--- src/hw/rtl/bpe_pkg.sv ---
// Shared types, codes and defaults for the Bezier point evaluator.
package bpe_pkg;

  localparam int MAX_POINTS_DEF  = 16;
  localparam int T_FRAC_BITS_DEF = 16;
  localparam int MIN_POINTS      = 2;
  localparam int IDX_W           = 7;
  localparam int COORD_W         = 32;

  localparam logic [1:0] STAT_OK         = 2'd0;
  localparam logic [1:0] STAT_T_RANGE    = 2'd1;
  localparam logic [1:0] STAT_FEW_POINTS = 2'd2;
  localparam logic [1:0] STAT_BAD_INDEX  = 2'd3;

  localparam logic FUNC_WRITE = 1'b0;
  localparam logic FUNC_EVAL  = 1'b1;

  typedef enum logic {
    ST_IDLE,
    ST_RUN
  } state_t;

  typedef struct packed {
    logic                      wr_en;
    logic [3:0]                wr_idx;
    logic signed [COORD_W-1:0] wr_x;
    logic signed [COORD_W-1:0] wr_y;
    logic                      load;
    logic                      shift;
    logic [IDX_W-1:0]          wrap_idx;
  } cell_ctl_t;

endpackage

--- src/hw/rtl/bpe_lerp.sv ---
// Rounded linear interpolation between two Q16.16 values for one axis.
module bpe_lerp #(
  parameter int T_FRAC_BITS = bpe_pkg::T_FRAC_BITS_DEF
) (
  input  logic signed [bpe_pkg::COORD_W-1:0] a,
  input  logic signed [bpe_pkg::COORD_W-1:0] b,
  input  logic        [T_FRAC_BITS:0]        t,
  output logic signed [bpe_pkg::COORD_W-1:0] p
);

  localparam int TW = T_FRAC_BITS + 1;
  localparam int DW = bpe_pkg::COORD_W + 1;
  localparam int PW = DW + TW + 1;
  localparam logic [PW-1:0] HALF = PW'(1) << (T_FRAC_BITS - 1);

  logic signed [DW-1:0] diff;
  logic signed [TW:0]   t_s;
  logic signed [PW-1:0] prod;
  logic signed [PW-1:0] sum;
  logic signed [PW-1:0] q;

  assign diff = {b[bpe_pkg::COORD_W-1], b} - {a[bpe_pkg::COORD_W-1], a};
  assign t_s  = {1'b0, t};
  assign prod = PW'(diff) * PW'(t_s);
  assign sum  = prod + $signed(HALF);
  assign q    = sum >>> T_FRAC_BITS;
  assign p    = a + q[bpe_pkg::COORD_W-1:0];

endmodule

--- config.mk ---
export PLATFORM = sky130hd
export DESIGN_NAME = bpe_lerp
export DESIGN_NICKNAME = d
export VERILOG_FILES = /design/src/hw/rtl/bpe_pkg.sv /design/src/hw/rtl/bpe_lerp.sv
export SDC_FILE = /design/constraint.sdc
export NUM_CORES = 2
export LEC_CHECK = 0
export BUFFER_PORTS_ARGS = -buffer_cell sky130_fd_sc_hd__buf_2
export CELL_PAD_IN_SITES_DETAIL_PLACEMENT = 0
export CELL_PAD_IN_SITES_GLOBAL_PLACEMENT = 2
export CORE_MARGIN = 1
export CORE_UTILIZATION = 35
export DETAILED_ROUTE_END_ITERATION = 7
export GPL_TIMING_DRIVEN = 0
export PLACE_DENSITY_LB_ADDON = 0.2
export SLEW_MARGIN = 20
export SYNTH_ARGS = -nofsm -noshare
export SYNTH_HDL_FRONTEND = slang
export SYNTH_SLANG_ARGS = --single-unit
--- constraint.sdc ---
create_clock -name vclk -period 47.7
set_input_delay 9.54 -clock vclk [all_inputs]
set_output_delay 9.54 -clock vclk [all_outputs]
set_load 0.03 [all_outputs]
Yosys cells after proc, flatten, opt, wreduce, memory -nomap -nowiden
Index checks and enable logic that the tools add are counted.
Word-level totals
  bits in registers: 0
  bits of input ports: 81
  output and inout bits: 32
  logic and storage cells: 4
Cells by class
  $add $sub $neg: 3
  $mul: 1
Operators with widths (number)
  $add A48 B17 Y48 const B: 1
  $mul A33 B18 Y48: 1
  $sub A32 B32 Y33: 1
  $add A32 B32 Y32: 1

Logic depth before layout (Yosys ltp)
  depth in word-level cells: 4
  depth in mapped cells: 47

Worst setup path before layout
No wires, ideal clock.
  kind: in2out
  from: input port b[0] in the netlist's numbering
  to: output port p[31] in the netlist's numbering
  data arrival time: 19.806 ns
  data required time: 38.160 ns
  path slack: 18.354 ns
  stages: 45
  buffers on the path: 2
  cell sequence: inv_1 > ha_1 > fa_1 > nor2b_1 > o21bai_1 > a21oi_1 > o21ai_0 > a31oi_1 > o21ai_0 > a21boi_0 > o21ai_0 > a21boi_1 > clkbuf_1 > nor3b_1 > fa_1 > inv_1 > fa_1 > fa_1 > [... 9 more ...] > a221oi_1 > nand2_1 > o211ai_1 > a21boi_0 > o21ai_0 > nand2b_1 > xnor2_1 > ha_1 > clkbuf_1 > and3_1 > nand2_1 > nor2_1 > o211a_1 > or3_1 > o31a_1 > a41o_1 > o41a_1 > xnor3_1
On the way
  longest elaborated chain between the ends: 4
RTL lines
  start, declared: RTL line bpe_lerp.sv:6  | input logic signed [bpe_pkg::COORD_W-1:0] b,
  $sub A32 B32 Y33: RTL line bpe_lerp.sv:22  | assign diff = {b[bpe_pkg::COORD_W-1], b} - {a[bpe_pkg::COORD_W-1], a};
  $mul A33 B18 Y48: RTL line bpe_lerp.sv:24  | assign prod = PW'(diff) * PW'(t_s);
  $add A48 B17 Y48: RTL line bpe_lerp.sv:25  | assign sum = prod + $signed(HALF);
  $add A32 B32 Y32: RTL line bpe_lerp.sv:27  | assign p = a + q[bpe_pkg::COORD_W-1:0];
  end, declared: RTL line bpe_lerp.sv:8  | output logic signed [bpe_pkg::COORD_W-1:0] p
Every way passes these cells.

Worst setup path after layout
  from: input port a[0] in the netlist's numbering
  to: output port p[31] in the netlist's numbering
On the way
  longest elaborated chain between the ends: 4
RTL lines
  start, declared: RTL line bpe_lerp.sv:5  | input logic signed [bpe_pkg::COORD_W-1:0] a,
  $sub A32 B32 Y33: RTL line bpe_lerp.sv:22
  $mul A33 B18 Y48: RTL line bpe_lerp.sv:24
  $add A48 B17 Y48: RTL line bpe_lerp.sv:25
  $add A32 B32 Y32 (*): RTL line bpe_lerp.sv:27
Every way passes the cells marked *; elsewhere a longest branch is shown, timed or not.

==> results.md <==
* Detailed Route Iter0 Violations at 861
* Number of standard cells after synthesis at 2548
* Arrival time at the worst endpoint at 23.11 ns
* Kind of end point of the critical path: output port
* Commonest cells after routing, fill and taps aside: inv_1, fa_1, and2_1
* Slew at the pin with the worst max-slew slack at 1.20 ns
* Total length of routed met2 wires at 34500 um
* Largest net degree at the start of global routing at 11
* Layout overhead on the synthesized area at 7.66%
* Clock period minus worst slack at 32.65 ns
* # setup viols final at 0
* Slew Limit Headroom at 19.3%
* Final hold viol count at 0
* Slew Limit Fails at 0
* Number of fill cells in the layout at 6506
* First-pass GRT wire length at 109000 um
* Total number of sequential cells at 0
* DRT met1 WL at 31200 um
* Endpoint of the most critical setup path: p[31]
* Wirelength, routed at 70200 um
* Post-CTS sizing at 0
* Run status: completed
* # IOs at 113
* Vias per std cell at 4.82
* Routed wire per std cell at 20.0 um
* Unrepaired setup endpoints after global routing: no
* Number of vias in the routed layout at 16900
* Post-synthesis average cell area at 8.69 um^2
* Most common cell after layout, fill and taps aside: inv_1
* Number of maximum-capacitance constraint violations at 0
* Placed wire-length estimate at 61900 um
* Largest driver fanout on the critical path at 10
* Placer's final routability congestion estimate at 0.889
* Count of clock buffers in the final design at 0
* DRC errors left at 0
* Core area at 62100 um^2
* Category of the worst setup path launch point: input pin
* Num rows at 91
* Fmax at 0.0306 GHz
* DR pass1 iterations at 5
* Final worst-path cycle share at 68.5%
* Number of buffers added on ports at 113
* Initial standard-cell utilization of the core at 35.7%
* Quantity of hold-fixing buffers added after cts at 0
* Yosys warning total at 0
* Multi-input gate area at 19500 um^2
* Seq/Total Area, Yosys at 0%
* Remaining global-route overflow at 0
* Crit path max-delay cell type: a21boi_1
* Antenna-violating nets left at 0
* Post-synth net total at 3356
* Number of antenna violations at the first check in global routing at 5
* CP dominant cell by count: fa_1
* Post-Syn Area at 22100 um^2
* Number of nets in the layout at 3472
* Share of final-layout standard cells stronger than drive strength 1 at 5.33%
* Sequential cell area in the final layout at 0 um^2
* Die width at 254 um
* Stage delay of the slowest cell on the critical path at 0.74 ns
* Wire length on met3 at 3170 um
* Die height at 254 um
* Sum Neg Setup Slack at 0 ns
* Die area at 64300 um^2
* Number of setup buffers added after CTS at 0
* Worst endpoint required time at 38.16 ns
* Gr usage total at 22.6%
* Critical path launch point: a[0]
* Path type of the worst min-delay path: input pin to output port
* Unique masters post-synth at 56
* Via count of the first global-routing pass at 17900
* Worst setup path class: input pin to output port
* Top routing layer used: met4
## synth_stat cells, drive strengths merged (3+ instances only)
cell type | instances | area [um^2]
nand4 | 10 | 62.6
a211oi | 11 | 87.6
nor2 | 50 | 188
and3 | 10 | 62.6
ha | 210 | 2630
a31o | 3 | 26.3
nor3 | 14 | 70.1
o21a | 7 | 52.6
a31oi | 9 | 56.3
o31ai | 5 | 37.5
nor2b | 30 | 188
a21boi | 7 | 52.6
xnor2 | 70 | 613
o21bai | 11 | 82.6
and2 | 312 | 1950
nand2b | 20 | 125
or3 | 3 | 18.8
fa | 517 | 10300
nand3 | 14 | 70.1
xor2 | 25 | 219
or3b | 6 | 52.6
o211ai | 7 | 52.6
a21oi | 87 | 435
clkbuf | 89 | 334
a21o | 56 | 424
inv | 622 | 2330
nor3b | 13 | 97.6
nand2 | 253 | 950
o21ai | 45 | 225
## through the flow
step                setup WS [ns]  utilization (%)  hold WS (ns)  instances  cell area, um^2
floorplan                   18.35                -         19.35       2548            22100
global placement            15.08             38.3         19.50       3498            23800
detailed placement          15.32             38.4         19.50       3499            23800
CTS                         15.24             38.4         19.50       3499            23800
global route                14.41             38.4         19.52       3499            23800
finish                      15.05             38.4         19.49       3502            23800
## cell type report
type | instances | share of cell area, %
Buffer | 91 | 1.46
Timing Repair Buffer | 114 | 2.42
Antenna cell | 3 | 0.0315
Multi-Input combinational cell | 1835 | 81.9
Inverter | 622 | 9.80
Tap cell | 837 | 4.39
## critical path: cells and delay by family
family	cells	cell delay (ns)
AOI/OAI and AO/OA	20	6.23
buffers and inverters	8	1.10
adders and majority gates	10	4.31
and+or+nand+nor	5	1.21
xor gates and xnor gates	2	0.68
## kinds of logic (layout without fill, tap and decap cells)
family          count (synthesis)  count (layout)  synth area share [%]
other cells                     0               3                     0
fa+ha+maj                     727             727                  58.6
mux                             1               1                0.0452
xor+xnor                       96              96                  3.86
buf+inv                       713             827                  12.1
simple gates                  742             742                  17.6
compound gates                269             269                  7.78
## how the worst min path moves through the flow
stage	startpoint	cells past startpoint	slack (ns)	end
2_1_floorplan	a[0]	1	19.35	p[0]
3_3_place_gp	a[0]	3	19.50	p[0]
3_5_place_dp	a[0]	3	19.50	p[0]
4_1_cts	a[0]	3	19.50	p[0]
5_1_grt	a[0]	3	19.52	p[0]
6_report	a[0]	3	19.49	p[0]
## layer usage
metal	GRT usage, %	up-vias
met5	0	-
met4	3.45	0
met3	2.19	50
met2	39.3	336
met1	31.0	8655
li1	-	7848
