**config.mk**
```make
export PLATFORM = sky130hd
export DESIGN_NAME = bpe_cell
export DESIGN_NICKNAME = d
export VERILOG_FILES = /design/src/hw/rtl/bpe_pkg.sv /design/src/hw/rtl/bpe_cell.sv
export SDC_FILE = /design/constraint.sdc
export NUM_CORES = 1
export LEC_CHECK = 0
export ABC_AREA = 1
export BUFFER_PORTS_ARGS = -buffer_cell sky130_fd_sc_hd__buf_2
export CAP_MARGIN = 5
export CORE_ASPECT_RATIO = 0.75
export CORE_UTILIZATION = 52
export CTS_CLUSTER_DIAMETER = 200
export DETAILED_ROUTE_END_ITERATION = 8
export MAX_ROUTING_LAYER = met4
export PLACE_DENSITY = 0.87
export SYNTH_ARGS = -nofsm -noshare
export SYNTH_HDL_FRONTEND = slang
export SYNTH_SLANG_ARGS = --single-unit
```
**constraint.sdc**
```tcl
create_clock -name clk -period 13 [get_ports clk]
set_input_delay 3.25 -clock clk [delete_from_list [all_inputs] [get_ports clk]]
set_output_delay 3.25 -clock clk [all_outputs]
set_load 0.02 [all_outputs]
```
**src/hw/rtl/bpe_pkg.sv**
```systemverilog
// Shared types, codes and defaults for the Bezier point evaluator.
package bpe_pkg;

  localparam int MAX_POINTS_DEF  = 16;
  localparam int T_FRAC_BITS_DEF = 16;
  localparam int MIN_POINTS      = 2;
  localparam int IDX_W           = 7;
  localparam int COORD_W         = 32;

  localparam logic [1:0] STAT_OK         = 2'd0;
  localparam logic [1:0] STAT_T_RANGE    = 2'd1;
  localparam logic [1:0] STAT_FEW_POINTS = 2'd2;
  localparam logic [1:0] STAT_BAD_INDEX  = 2'd3;

  localparam logic FUNC_WRITE = 1'b0;
  localparam logic FUNC_EVAL  = 1'b1;

  typedef enum logic {
    ST_IDLE,
    ST_RUN
  } state_t;

  typedef struct packed {
    logic                      wr_en;
    logic [3:0]                wr_idx;
    logic signed [COORD_W-1:0] wr_x;
    logic signed [COORD_W-1:0] wr_y;
    logic                      load;
    logic                      shift;
    logic [IDX_W-1:0]          wrap_idx;
  } cell_ctl_t;

endpackage

```
**src/hw/rtl/bpe_cell.sv**
```systemverilog
// One ring cell: a stored control point and its working copy.
module bpe_cell #(
  parameter int CELL_IDX = 0
) (
  input  logic                               clk,
  input  bpe_pkg::cell_ctl_t                 ctl,
  input  logic signed [bpe_pkg::COORD_W-1:0] right_x,
  input  logic signed [bpe_pkg::COORD_W-1:0] right_y,
  input  logic signed [bpe_pkg::COORD_W-1:0] fb_x,
  input  logic signed [bpe_pkg::COORD_W-1:0] fb_y,
  output logic signed [bpe_pkg::COORD_W-1:0] w_x,
  output logic signed [bpe_pkg::COORD_W-1:0] w_y
);

  logic signed [bpe_pkg::COORD_W-1:0] sx_r;
  logic signed [bpe_pkg::COORD_W-1:0] sy_r;
  logic signed [bpe_pkg::COORD_W-1:0] wx_r;
  logic signed [bpe_pkg::COORD_W-1:0] wy_r;
  logic signed [bpe_pkg::COORD_W-1:0] wx_nxt;
  logic signed [bpe_pkg::COORD_W-1:0] wy_nxt;
  logic                               is_wrap;
  logic                               wr_hit;

  assign is_wrap = (ctl.wrap_idx == bpe_pkg::IDX_W'(CELL_IDX));
  assign wr_hit  = ctl.wr_en &&
                   ({{(bpe_pkg::IDX_W-4){1'b0}}, ctl.wr_idx} == bpe_pkg::IDX_W'(CELL_IDX));

  always_comb begin
    wx_nxt = wx_r;
    wy_nxt = wy_r;
    if (ctl.load) begin
      wx_nxt = sx_r;
      wy_nxt = sy_r;
    end else if (ctl.shift) begin
      wx_nxt = is_wrap ? fb_x : right_x;
      wy_nxt = is_wrap ? fb_y : right_y;
    end
  end

  always_ff @(posedge clk) begin
    if (wr_hit) begin
      sx_r <= ctl.wr_x;
      sy_r <= ctl.wr_y;
    end
    wx_r <= wx_nxt;
    wy_r <= wy_nxt;
  end

  assign w_x = wx_r;
  assign w_y = wy_r;

endmodule

```
---- After elaboration in Yosys (flattened, before gate mapping) ----
Index checks and enable logic that the tools add are counted.
operators by class
  reductions and logical operators ........ 4
  muxes and demuxes ....................... 6
operators by type and width
  operator            count
  32-bit two-way mux  6
  7-bit logical NOT   1
  4-bit logical NOT   1
  2-bit nonzero test  1
  1-bit logical AND   1
word-level totals
  output and inout port bits .............. 64
  input port bits ......................... 207
  register bits ........................... 128
  logic and storage cells ................. 14

---- Depth between registers and ports, before layout ----
  word-level depth ........................ 4
  gate-level depth with buffers ........... 7
  gate-level depth less buffers ........... 6

---- Worst setup path after synthesis ----
OpenSTA, ideal clock, no wires.
  path kind ............................... input to register
  from .................................... input ctl[76] (netlist name)
  to ...................................... register sx_r[0] (netlist name), enable pin
  stages on the path ...................... 3
  slack ................................... 4.706 ns
  data required time ...................... 12.435 ns
  path buffers ............................ 0
  arrival time ............................ 7.728 ns
  setup time .............................. 0.565 ns
  cell sequence ........................... nor2_1 -> nand2_1 -> nor3_1
on the way
  cells in the longest elaborated chain, start to end .. 2
RTL lines
  item                  line            RTL
  from (decl)           bpe_cell.sv:6   input bpe_pkg::cell_ctl_t ctl,
  4-bit logical NOT     bpe_cell.sv:26  ({{(bpe_pkg::IDX_W-4){1'b0}}, ctl.wr_idx} == bpe_pkg::IDX_W'(CELL_IDX));
  1-bit logical AND     bpe_cell.sv:25  assign wr_hit = ctl.wr_en &&
  named net wr_hit      bpe_cell.sv:22  logic wr_hit;
  to (signal assigned)  bpe_cell.sv:42  sx_r <= ctl.wr_x;
  to (decl)             bpe_cell.sv:15  logic signed [bpe_pkg::COORD_W-1:0] sx_r;
The timed path passes the listed nets, and every way through them passes these cells.
A chain may end at the register's enable or synchronous reset.

---- Worst setup path after layout ----
  from .................................... input ctl[3] (netlist name)
  to ...................................... register wx_r, in the netlist w_x[6], data pin
on the way
  cells in the longest elaborated chain, start to end .. 4
RTL lines
  item                       line            RTL
  7-bit logical NOT          bpe_cell.sv:24  assign is_wrap = (ctl.wrap_idx == bpe_pkg::IDX_W'(CELL_IDX));
  32-bit two-way mux         bpe_cell.sv:35  wx_nxt = is_wrap ? fb_x : right_x;
  32-bit two-way mux         bpe_cell.sv:34  end else if (ctl.shift) begin
  32-bit two-way mux         bpe_cell.sv:31  if (ctl.load) begin
  named net wx_nxt, one bit  bpe_cell.sv:19  logic signed [bpe_pkg::COORD_W-1:0] wx_nxt;
  to (signal assigned)       bpe_cell.sv:45  wx_r <= wx_nxt;
  to (decl)                  bpe_cell.sv:17  logic signed [bpe_pkg::COORD_W-1:0] wx_r;
The timed path passes the listed nets, and every way through them passes these cells. The select of a mux whose other input is x is not followed.

==> flow_metrics.env <==
export IMPL_syn_inst=630
export IMPL_final_cell_count_no_fill=1060
export IMPL_rsz0062_at_grt="no"
export IMPL_core_um2=11600
export IMPL_antenna_found_initial=0
export IMPL_grt_pass1_vias=5110
export IMPL_nNetsFinal=1092
export IMPL_grtUsageMet2_pct=46.4
export IMPL_grt_overflow_total=0
export IMPL_gr_usage_all_layers_pct=26.7
export IMPL_ioPinCount=271
export IMPL_endpoint="w_x[6]"
export IMPL_finalClockSkew_ns=0.00894
export IMPL_port_buffers=270
export IMPL_die_w_um=128
export IMPL_worst_path_max_delay_cell="inv_2"
export IMPL_path_common_cell="nand3_1"
export IMPL_critPathMaxFanout=65
export IMPL_avgSynthCellArea_um2=9.88
export IMPL_fin_crit_ns=5.16
export IMPL_grt_start_max_net_pins=67
export IMPL_synthDistinctLibCells=20
export IMPL_yosysTopAreaCellShare_pct=61.8
export IMPL_ys_flop_type="edfxtp_1"
export IMPL_syn_area_um2=6220
export IMPL_post_cts_setup_buffers=0
export IMPL_synthTopCellsByArea="edfxtp_1 62%, nand3_1 10%, nand2_1 7.8%"
export IMPL_drc=0
export IMPL_drt_initial_drc_count=488
export IMPL_critPathLaunchType="input pin"
export IMPL_htree_levels=4
export IMPL_use_met1_pct=30.7
export IMPL_crit_required_ns=13.14
export IMPL_cts_buffer_depth=2
export IMPL_ys_seq_area_share_pct=61.8
export IMPL_grt_use_met3_pct=6.53
export IMPL_finalSetupViolations=0
export IMPL_cts_repair_resize_count=0
export IMPL_ys_warnings_count=0
export IMPL_yosysTopAreaCell="edfxtp_1"
export IMPL_maxCapViolCount=0
export IMPL_powerDensity_nw_per_um2=135
export IMPL_busiest_layer="met2"
export IMPL_critical_path_arrival_ns=5.31
export IMPL_finalWirelength_mm=15.9
export IMPL_reg2regPathDepth=2
export IMPL_ys_seq_elements=128
export IMPL_dp_hpwl_mm=10.1
export IMPL_ff2ff_setup_slack_ns=12.18
export IMPL_root_buffer="clkbuf_16"
export IMPL_wire_per_inst_um=15.0
export IMPL_finalPower_w=0.00108
export IMPL_worstSetupStartpoint="ctl[3]"
export IMPL_setup_tns_ns=0
export IMPL_ant_nets=0
export IMPL_p_leak_nw=3.98
export IMPL_synth_commonest_cells="130 x nand2_1, 128 x edfxtp_1, 128 x inv_1, 128 x nand3_1, 60 x o21ai_1"
export IMPL_hold_slack_ns=0.513
export IMPL_dpl_worst_slack_ns=7.46
export IMPL_peakVddDrop_mv=0.0880
export IMPL_placed_cells=1028
export IMPL_worst_slew_pin_slew_ns=1.19
export IMPL_clk_insertion_delay_late_ns=0.40
export IMPL_dr_total_vias=5273
export IMPL_worstHoldPathCells=2
export IMPL_slew_headroom_pct=20.6
export IMPL_drt_first_pass_iters=5
export IMPL_die_y_um=96.7
export IMPL_antenna_cells=0
export IMPL_cts_hold_buf=0
export IMPL_yosysMostFrequentCell="nand2_1"
export IMPL_clock_sinks=128
export IMPL_synth_edf_count=128
export IMPL_worst_path_largest_cell_delay_ns=0.90
export IMPL_cts_tree="yes"
export IMPL_status="finished clean"
export IMPL_hp_class="flop to flop"
export IMPL_critical_path_class="input pin to flop"
export IMPL_rows=34
export IMPL_cp_cell_sequence="buf_2 -> nor2_1 -> nand2_2 -> buf_4 -> inv_2 -> nand3_1 -> nand3_1 -> nand2_1"
export IMPL_cts_clk_slew_worst_paths_ns=0.06
export IMPL_max_freq_ghz=0.194
export IMPL_syn_nets=837
export IMPL_end_kind="flop"
export IMPL_setup_ws_ns=7.84
export IMPL_dieArea_um2=12400
export IMPL_syn_to_final_growth_pct=29.3
export IMPL_cts_buffers=17
export IMPL_drv_slew=0
export IMPL_grt_first_pass_wirelength_mm=24.5
export IMPL_final_hold_violation_count=0
export IMPL_synthArstFlopShare_pct=0
export IMPL_place_gp_congestion=0.802
export IMPL_rr_startpoint="sy_r[15]"
export IMPL_drive_above_1_share_pct=35.3
export IMPL_post_route_period_util_pct=39.7
export IMPL_start_util_pct=53.6
export IMPL_timing_rr_end="w_y[15]"
export IMPL_viasPerCell=4.97
## how the worst min path moves through the flow
stage	from	slack (ns)	endpoint
after CTS	sy_r[3]	0.52	w_y[3]
final	sy_r[10]	0.51	w_y[10]
after global placement	sy_r[22]	0.50	w_y[22]
after global routing	sy_r[3]	0.53	w_y[3]
after floorplan	sx_r[29]	0.49	w_x[29]
after detailed placement	sy_r[3]	0.50	w_y[3]
## report_power, final
group	leakage (nW)	switching [W]	total, W	internal (W)
logic	2.45	0.0000759	0.000122	0.0000463
registers	1.24	0.00000572	0.000485	0.000479
clock network	0.286	0.000176	0.000477	0.000301
## cells in the final DEF, fill, tap and decap left out, drive strengths merged
master	n
nor2	5
clkinv	8
bufinv	3
buf	274
nor3	1
o21ai	64
nand2	132
edfxtp	128
clkinvlp	3
nand3	128
clkbuf	18
inv	133
or2	1
## per-layer routing
layer,vias to the layer above,wire length (um)
met5,-,0
met4,0,131
met3,19,1470
met2,326,8140
met1,2361,6200
li1,2567,-
## critical path, delay by kind of cell
| kind | cells | cell delay (ns) |
|---|---|---|
| buffers and inverters | 3 | 1.35 |
| AND/OR/NAND/NOR | 5 | 0.63 |
## through the flow
stage | utilization (%) | instance area [um2]
final | 69.3 | 8050
after global routing | 69.3 | 8050
after CTS | 69.3 | 8050
after detailed placement | 64.1 | 7450
after global placement | 64.1 | 7450
after floorplan | - | 6220
## cell type report
type,count,area (um2)
Inverter,133,499
Multi-Input combinational cell,331,1520
Clock buffer,18,429
Fill cell,865,3570
Sequential cell,128,3840
Timing Repair Buffer,274,1380
Clock inverter,14,168
Tap cell,162,203
## cell families (layout without fill, tap and decap cells)
logic type,Yosys count,count (layout),share of synthesized area [%]
compound gates,64,64,5.15
buf+inv,171,439,13.9
flops,128,128,61.8
simple gates,267,267,19.2
## state kept, by name (all words and copies together), names as in the netlist
register and flops:
w_y 32, sy_r 32, sx_r 32, w_x 32
No activity file was read; power rests on OpenSTA's default activity.
